==> src/pida_pkg.sv <==
package pida_pkg;

  localparam int NUM_IDS  = 64;
  localparam int FIRST_ID = 3;
  localparam int TOTAL    = NUM_IDS - FIRST_ID;  // allocatable ids
  localparam int ID_W     = $clog2(NUM_IDS);
  localparam int CNT_W    = $clog2(TOTAL + 1);
  localparam int REL_W    = 16;
  localparam int GRANT_W  = 6;

  localparam logic OP_ALLOC   = 1'b0;
  localparam logic OP_RELEASE = 1'b1;

  typedef logic [ID_W-1:0] id_t;

  // one write port, one read port of the used map
  typedef struct packed {
    logic we;
    id_t  waddr;
    logic wdata;
    id_t  raddr;
  } map_req_t;

  typedef struct packed {
    logic [GRANT_W-1:0] granted_id;
    logic               ok;
  } res_t;

  // next id in the rotating search, wrapping past the reserved ids
  function automatic id_t advance(input id_t id);
    id_t n;
    if (id == ID_W'(NUM_IDS - 1)) begin
      n = ID_W'(FIRST_ID);
    end else begin
      n = id + ID_W'(1);
    end
    return n;
  endfunction

endpackage

==> src/pida_map.sv <==
module pida_map
  import pida_pkg::*;
(
  input  logic     clk,
  input  logic     rst_n,
  input  map_req_t req,
  output logic     used
);

  logic               mem_r [NUM_IDS];
  logic [NUM_IDS-1:0] vld_r;
  logic               used_r;

  always_ff @(posedge clk) begin
    if (req.we) begin
      mem_r[req.waddr] <= req.wdata;
    end
  end

  // entry never written reads as free
  always_ff @(posedge clk) begin
    if (!rst_n) begin
      vld_r <= '0;
    end else if (req.we) begin
      vld_r[req.waddr] <= 1'b1;
    end
  end

  always_ff @(posedge clk) begin
    used_r <= mem_r[req.raddr] & vld_r[req.raddr];
  end

  assign used = used_r;

endmodule

==> src/pida_seq.sv <==
module pida_seq
  import pida_pkg::*;
(
  input  logic             clk,
  input  logic             rst_n,
  input  logic             start,
  input  logic             op,
  input  logic [REL_W-1:0] rel_id,
  output logic             idle,
  output logic             res_valid,
  input  logic             res_take,
  output res_t             res,
  output map_req_t         map_req,
  input  logic             map_used
);

  localparam logic [1:0] ST_IDLE = 2'd0;
  localparam logic [1:0] ST_SCAN = 2'd1;
  localparam logic [1:0] ST_DONE = 2'd2;

  logic [1:0]       state_r, state_nxt;
  id_t              ptr_r, ptr_nxt;
  id_t              probe_r, probe_nxt;
  id_t              chk_id_r, chk_id_nxt;
  logic             chk_vld_r, chk_vld_nxt;
  logic [CNT_W-1:0] issued_r, issued_nxt;
  res_t             res_r, res_nxt;

  always_ff @(posedge clk) begin
    if (!rst_n) begin
      state_r   <= ST_IDLE;
      ptr_r     <= ID_W'(FIRST_ID);
      chk_vld_r <= 1'b0;
    end else begin
      state_r   <= state_nxt;
      ptr_r     <= ptr_nxt;
      chk_vld_r <= chk_vld_nxt;
    end
  end

  always_ff @(posedge clk) begin
    probe_r  <= probe_nxt;
    chk_id_r <= chk_id_nxt;
    issued_r <= issued_nxt;
    res_r    <= res_nxt;
  end

  always_comb begin
    state_nxt   = state_r;
    ptr_nxt     = ptr_r;
    probe_nxt   = probe_r;
    chk_id_nxt  = chk_id_r;
    chk_vld_nxt = chk_vld_r;
    issued_nxt  = issued_r;
    res_nxt     = res_r;
    map_req     = '{we: 1'b0, waddr: chk_id_r, wdata: 1'b0, raddr: probe_r};
    case (state_r)
      ST_IDLE: begin
        if (start) begin
          if (op == OP_ALLOC) begin
            state_nxt   = ST_SCAN;
            probe_nxt   = ptr_r;
            issued_nxt  = '0;
            chk_vld_nxt = 1'b0;
          end else begin
            state_nxt          = ST_DONE;
            res_nxt.granted_id = '0;
            res_nxt.ok         = 1'b0;
            if ({1'b0, rel_id} < (REL_W + 1)'(NUM_IDS)) begin
              map_req.we    = 1'b1;
              map_req.waddr = rel_id[ID_W-1:0];
              map_req.wdata = 1'b0;
              res_nxt.ok    = 1'b1;
            end
          end
        end
      end
      ST_SCAN: begin
        // issue one probe per cycle, check the one read last cycle
        chk_vld_nxt = 1'b0;
        if (issued_r != CNT_W'(TOTAL)) begin
          chk_id_nxt  = probe_r;
          chk_vld_nxt = 1'b1;
          probe_nxt   = advance(probe_r);
          issued_nxt  = issued_r + CNT_W'(1);
        end
        if (chk_vld_r && !map_used) begin
          map_req.we         = 1'b1;
          map_req.waddr      = chk_id_r;
          map_req.wdata      = 1'b1;
          res_nxt.granted_id = GRANT_W'(chk_id_r);
          res_nxt.ok         = 1'b1;
          ptr_nxt            = advance(chk_id_r);
          chk_vld_nxt        = 1'b0;
          state_nxt          = ST_DONE;
        end else if (chk_vld_r && issued_r == CNT_W'(TOTAL)) begin
          // full sweep, nothing free
          res_nxt.granted_id = '0;
          res_nxt.ok         = 1'b0;
          chk_vld_nxt        = 1'b0;
          state_nxt          = ST_DONE;
        end
      end
      ST_DONE: begin
        if (res_take) begin
          state_nxt = ST_IDLE;
        end
      end
      default: begin
        state_nxt   = ST_IDLE;
        chk_vld_nxt = 1'b0;
      end
    endcase
  end

  assign idle      = (state_r == ST_IDLE);
  assign res_valid = (state_r == ST_DONE);
  assign res       = res_r;

endmodule

==> src/process_id_allocator_core.sv <==
// Channel | Ports                          | Payload
// in      | in_tvalid/in_tready            | tuser: op; tdata: release_id
// out     | out_tvalid/out_tready          | tdata: granted_id (+2 zero bits); tuser: ok
//
// Release: the result register loads straight from the request. Allocate: one map
// probe per cycle through the single read port of the used map; the first free id
// from the search pointer is granted, and a full map ends the sweep with ok low.
// One request is in work at a time; in_tready is high only while idle.
// Synchronous active-low reset; the used map reads as all free right after it.
// A held output does not block the next request until its result is ready.
module process_id_allocator_core
  import pida_pkg::*;
(
  input  logic             clk,
  input  logic             rst_n,
  input  logic             in_tvalid,
  output logic             in_tready,
  input  logic [REL_W-1:0] in_tdata,   // [15:0] release_id
  input  logic             in_tuser,   // [0] op
  output logic             out_tvalid,
  input  logic             out_tready,
  output logic [7:0]       out_tdata,  // [5:0] granted_id, [7:6] zero
  output logic             out_tuser   // [0] ok
);

  logic     seq_idle;
  logic     res_valid;
  logic     res_take;
  res_t     res;
  map_req_t map_req;
  logic     map_used;

  logic       out_vld_r;
  logic [7:0] out_data_r;
  logic       out_user_r;

  // sequencer: pointer, probe counter, result pending
  pida_seq u_seq (
    .clk       (clk),
    .rst_n     (rst_n),
    .start     (in_tvalid & seq_idle),
    .op        (in_tuser),
    .rel_id    (in_tdata),
    .idle      (seq_idle),
    .res_valid (res_valid),
    .res_take  (res_take),
    .res       (res),
    .map_req   (map_req),
    .map_used  (map_used)
  );

  // used-bit map, registered read
  pida_map u_map (
    .clk   (clk),
    .rst_n (rst_n),
    .req   (map_req),
    .used  (map_used)
  );

  assign in_tready = seq_idle;

  // output register: load when empty or being drained
  assign res_take = res_valid & (~out_vld_r | out_tready);

  always_ff @(posedge clk) begin
    if (!rst_n) begin
      out_vld_r <= 1'b0;
    end else if (res_take) begin
      out_vld_r <= 1'b1;
    end else if (out_tready) begin
      out_vld_r <= 1'b0;
    end
  end

  always_ff @(posedge clk) begin
    if (res_take) begin
      out_data_r <= 8'(res.granted_id);
      out_user_r <= res.ok;
    end
  end

  assign out_tvalid = out_vld_r;
  assign out_tdata  = out_data_r;
  assign out_tuser  = out_user_r;

endmodule

==> config.mk <==
export PLATFORM = sky130hd
export DESIGN_NAME = process_id_allocator_core
export DESIGN_NICKNAME = d
export VERILOG_FILES = /design/src/pida_pkg.sv /design/src/pida_map.sv /design/src/pida_seq.sv /design/src/process_id_allocator_core.sv
export SDC_FILE = /design/constraint.sdc
export NUM_CORES = 1
export LEC_CHECK = 0
export CAP_MARGIN = 10
export CORE_UTILIZATION = 30
export CTS_BUF_LIST = sky130_fd_sc_hd__clkbuf_4 sky130_fd_sc_hd__clkbuf_8 sky130_fd_sc_hd__clkbuf_16
export DETAILED_ROUTE_END_ITERATION = 6
export DONT_BUFFER_PORTS = 1
export GPL_TIMING_DRIVEN = 0
export PLACE_DENSITY = 0.51
export SLEW_MARGIN = 40
export SYNTH_ARGS = -nofsm -noshare
export SYNTH_HDL_FRONTEND = slang
export SYNTH_HIERARCHICAL = 1
export SYNTH_SLANG_ARGS = --single-unit
==> constraint.sdc <==
create_clock -name clk -period 9.35 [get_ports clk]
set_input_delay 1.4025 -clock clk [delete_from_list [all_inputs] [get_ports clk]]
set_output_delay 1.4025 -clock clk [all_outputs]
set_load 0.005 [all_outputs]
==> summary.txt <==
Clock network
  • Clock input transition at the sequential cells of the worst setup and hold paths: 0.07 ns
  • Quantity of hold-fixing buffers added after cts: 0
  • Clock tree from TritonCTS: done
  • Cts bufs inserted: 17
  • Max Root-Sink Buffers: 2
  • Setup repair bufs after CTS: 0
  • CTS HTree Levels: 4
  • Post-cts repair resize count: 0
  • Clock Sink Count: 171
  • Clock latency of the later-clocked register in the worst-skew pair: 0.43 ns
  • Library cell used as clock root buffer: sky130_fd_sc_hd__clkbuf_16

Critical path
  • Largest fanout on the critical path: 7
  • Critical Path Sink Type: flip-flop
  • Number of buffer and inverter stages on the critical path: 0
  • Delay contributed by the slowest stage of the critical path: 0.53 ns
  • End of the worst register-to-register path: u_map/mem_r[62]
  • Data required, critical path: 9.47 ns
  • Critical Path, Cell by Cell: or4_4 > nor4_4 > nand4_4 > mux2_2 > nor2b_1 > nand3_1 > nor2_1
  • Cell with the biggest individual delay on the critical path: sky130_fd_sc_hd__or4_4
  • Cell count of the worst reg-to-reg path: 8
  • Register-to-register setup slack: 6.25 ns
  • Family with the most delay on the worst path: simple AND/OR/NAND/NOR gates
  • Setup crit start kind: input port
  • Endpoint arrival time on the critical path: 3.98 ns
  • Classification of the worst setup path: input port to flip-flop
  • Worst reg2reg path startpoint: u_seq/state_r[0]

Die
  • Vertical die dimension: 154 microns
  • Die X: 154 microns
  • Number of top-level design ports: 32
  • Floorplan die area: 23800 sq um
  • Core region area: 22700 sq um
  • Starting Density: 0.307
  • Row Count: 55

Placement
  • Detailed-placement wirelength estimate: 11.3 mm
  • Routability cong.: 0.816
  • Cell Count Post-Placement: 893
  • Quantity of I/O buffers inserted on ports: 0

Run
  • Maxcap violations: 0

Worst hold path
  • Min-Delay Path Class: flip-flop to flip-flop
  • Min-Delay Path Depth: 0
  • Endpoint of the worst hold path: out_tdata[4]
  • Source of the worst hold timing path: u_seq/res[5]

STA
  • Worst clock skew on the final layout: 0.00864 ns
  • Max-slew headroom: 0.515
  • Ratio of final minimum period to clock period: 0.413
  • Unrepaired setup endpoints after global routing: false
  • Finish-stage setup viols: 0
  • Upper clock frequency limit: 0.259 GHz
  • Pins Over Slew Limit: 0
  • Setup TNS after final layout: 0 ns
  • Worst hold slack after final layout: 0.410 ns
  • Number of hold-slack violations in the final timing report: 0
  • Worst Tran Pin Value: 0.728 ns
  • Min cycle time layout: 3.86 ns

Yosys
  • Average cell area after synthesis: 11.5 sq um
  • Main flop type after synthesis: sky130_fd_sc_hd__edfxtp_1
  • Number of cells produced by synthesis: 607
  • Syn Std Cell Area: 6970 sq um
  • Post-synth cell types: 61
  • FFs w/ async S/R, synth: 0
  • Synthesis Warnings: 6
  • Number of enable-type register cells in the synthesized netlist: 96
  • Sequential area share after synthesis: 0.629
  • Flop and latch count out of synthesis: 171

Pwr
  • Gate power share: 0.089
  • Internal power: 1.27 mW
  • Clock power frac: 0.411
  • Total chip power: 1.69 mW
  • Power density over cell area: 213 nW/um^2
  • IR Drop Worst-Case VDD: 0.0993 mV
  • Reported leakage power: 2.46 nW
  • Switching Fraction: 0.250
  • Switching Power: 0.423 mW
  • Sequential group share of total power: 0.500

GRT
  • Vias in the first global route: 4710
  • Overflow left after global routing: 0
  • Met2 track demand over resource: 0.238
  • Global routing usage summed across all routing layers: 0.146
  • GR Layer Usage met3: 0.0289
  • Largest net degree at the start of global routing: 74
  • Wire length of the first global-routing pass: 26.4 mm
  • Most Crowded Layer GR: met2
  • Antenna violations before repair: 0
  • Met1 usage: 0.192

Finish
  • Area growth from synthesis to layout: 13.8%
  • Number of fill cells in the layout: 2265
  • Fraction of final layout cells with drive strength greater than 1: 0.0986
  • Final design utilization: 0.349
  • Ant. Diodes: 0
  • Final non-filler cell total: 924
  • Number of nets in the finished design: 652

Routing
  • DRC violations left: 0
  • First-pass detailed-route iteration total: 5
  • Drt initial violations: 268
  • Detailed-route vias per instance: 5.19
  • Post-Route WL: 16.6 mm
  • Vias: 4792
  • Detail Route Antenna Nets: 0
  • Drt wl/cell: 18.0 microns

Status
  • Outcome: completed
-- metal layers --
layer,vias to the layer above,wire (microns)
met1,2396,7690
met3,23,763
met2,123,7890
li1,2250,-
met4,0,253
met5,-,0
-- metrics by stage --
stage                     setup slack, ns  cell area, sq um
after floorplan                      5.44              6970
after global placement               5.06              7330
after detailed placement             5.05              7340
after CTS                            5.49              7930
after global routing                 5.31              7930
final                                5.49              7930
-- worst register-to-register path: stages, from the launching register on --
cell and delay [ns]:
sky130_fd_sc_hd__dfxtp_1 0.32, sky130_fd_sc_hd__buf_6 0.14, sky130_fd_sc_hd__nor2_1 0.31, sky130_fd_sc_hd__and2_1 0.30, sky130_fd_sc_hd__nand4_4 0.20, sky130_fd_sc_hd__mux2_2 0.35, sky130_fd_sc_hd__nor2b_1 0.42, sky130_fd_sc_hd__nand3_1 0.47
sky130_fd_sc_hd__nor2_1 0.30
-- registers in the layout, indices dropped and copies added, names as in the netlist --
signal	flops
u_seq/state_r	2
u_map/vld_r	64
u_seq/chk_vld_r	1
out_tvalid	1
u_seq/issued_r	6
u_seq/res	7
out_tuser	1
u_map/used	1
u_seq/ptr_r	6
u_map/mem_r	64
out_tdata	6
u_seq/chk_id_r	6
u_seq/probe_r	6
-- final cells by class --
| type | count | area [sq um] | area share |
|---|---|---|---|
| multi-input combinational | 403 | 2430 | 0.307 |
| clock inverter | 14 | 160 | 0.0202 |
| buffer | 31 | 161 | 0.0203 |
| clock buffer | 17 | 425 | 0.0536 |
| inverter | 3 | 11.3 | 0.00142 |
| sequential | 171 | 4380 | 0.553 |
| tap | 285 | 357 | 0.0450 |
-- Yosys cell counts, types with 6 or more instances --
cell type | instances | area (sq um)
sky130_fd_sc_hd__edfxtp_1 | 96 | 2880
sky130_fd_sc_hd__nor2_1 | 79 | 297
sky130_fd_sc_hd__dfxtp_1 | 75 | 1500
sky130_fd_sc_hd__o21a_1 | 65 | 488
sky130_fd_sc_hd__nand2_1 | 51 | 191
sky130_fd_sc_hd__nand3_1 | 46 | 230
sky130_fd_sc_hd__clkbuf_1 | 18 | 67.6
sky130_fd_sc_hd__o21ai_0 | 16 | 80.1
sky130_fd_sc_hd__nor2b_1 | 11 | 68.8
sky130_fd_sc_hd__o211ai_1 | 11 | 82.6
sky130_fd_sc_hd__a21oi_1 | 9 | 45.0
sky130_fd_sc_hd__and2_1 | 8 | 50.1
sky130_fd_sc_hd__nand3b_1 | 8 | 60.1
sky130_fd_sc_hd__a31oi_1 | 7 | 43.8
sky130_fd_sc_hd__and3_1 | 6 | 37.5
sky130_fd_sc_hd__buf_4 | 6 | 45.0
sky130_fd_sc_hd__nand2b_1 | 6 | 37.5
sky130_fd_sc_hd__o21ai_1 | 6 | 30.0
sky130_fd_sc_hd__xor2_1 | 6 | 52.6
-- worst max path at each step --
stage,cells past startpoint,startpoint,slack [ns],to
after global placement,7,in_tdata[10],5.06,u_map/mem_r[30]
final,7,in_tdata[10],5.49,u_map/mem_r[62]
after CTS,7,in_tdata[10],5.49,u_map/mem_r[62]
after floorplan,8,in_tdata[10],5.44,u_map/mem_r[38]
after detailed placement,7,in_tdata[10],5.05,u_map/mem_r[62]
after global routing,7,in_tdata[10],5.31,u_map/mem_r[62]
-- power groups by stage --
stage / clock [mW] / sequential (mW) / combinational, mW
detailed placement: 0 / 0.862 / 0.149
global route: 0.735 / 0.849 / 0.166
finish: 0.695 / 0.846 / 0.151
CTS: 0.707 / 0.846 / 0.150
floorplan: 0 / 0.853 / 0.104
global placement: 0 / 0.862 / 0.146
-- cells in the final DEF (no fill, tap or decap), drive strengths merged, types with 3 or more instances in the layout --
cell	netlist	layout
dfxtp	75	75
and2	8	8
nand4	5	5
xnor2	5	5
inv	3	8
nor2	79	79
clkinv	0	3
nor2b	13	13
clkinvlp	0	4
nand2b	6	6
mux2	6	6
nand4b	5	5
nor3	4	4
nand3	46	46
o211ai	12	12
a21oi	9	9
ha	4	4
nand3b	8	8
nand2	51	51
xor2	6	6
o21a	65	65
buf	13	13
o21ai	22	22
clkbuf	18	35
a31oi	7	7
and3	6	6
edfxtp	96	96
a21boi	3	3
-- cells by family (layout without fill, tap and decap cells) --
family	Yosys count	in the layout	synth area share
AND/OR/NAND/NOR	242	242	0.173
flip-flops	171	171	0.629
AO/OA/AOI/OAI	138	138	0.141
buffers and inverters	34	65	0.0244
XOR/XNOR	11	11	0.0138
multiplexers	6	6	0.0108
adder cells (fa/ha/maj)	4	4	0.00718
other	1	2	0.000538
(Power assumes the default switching activity.)
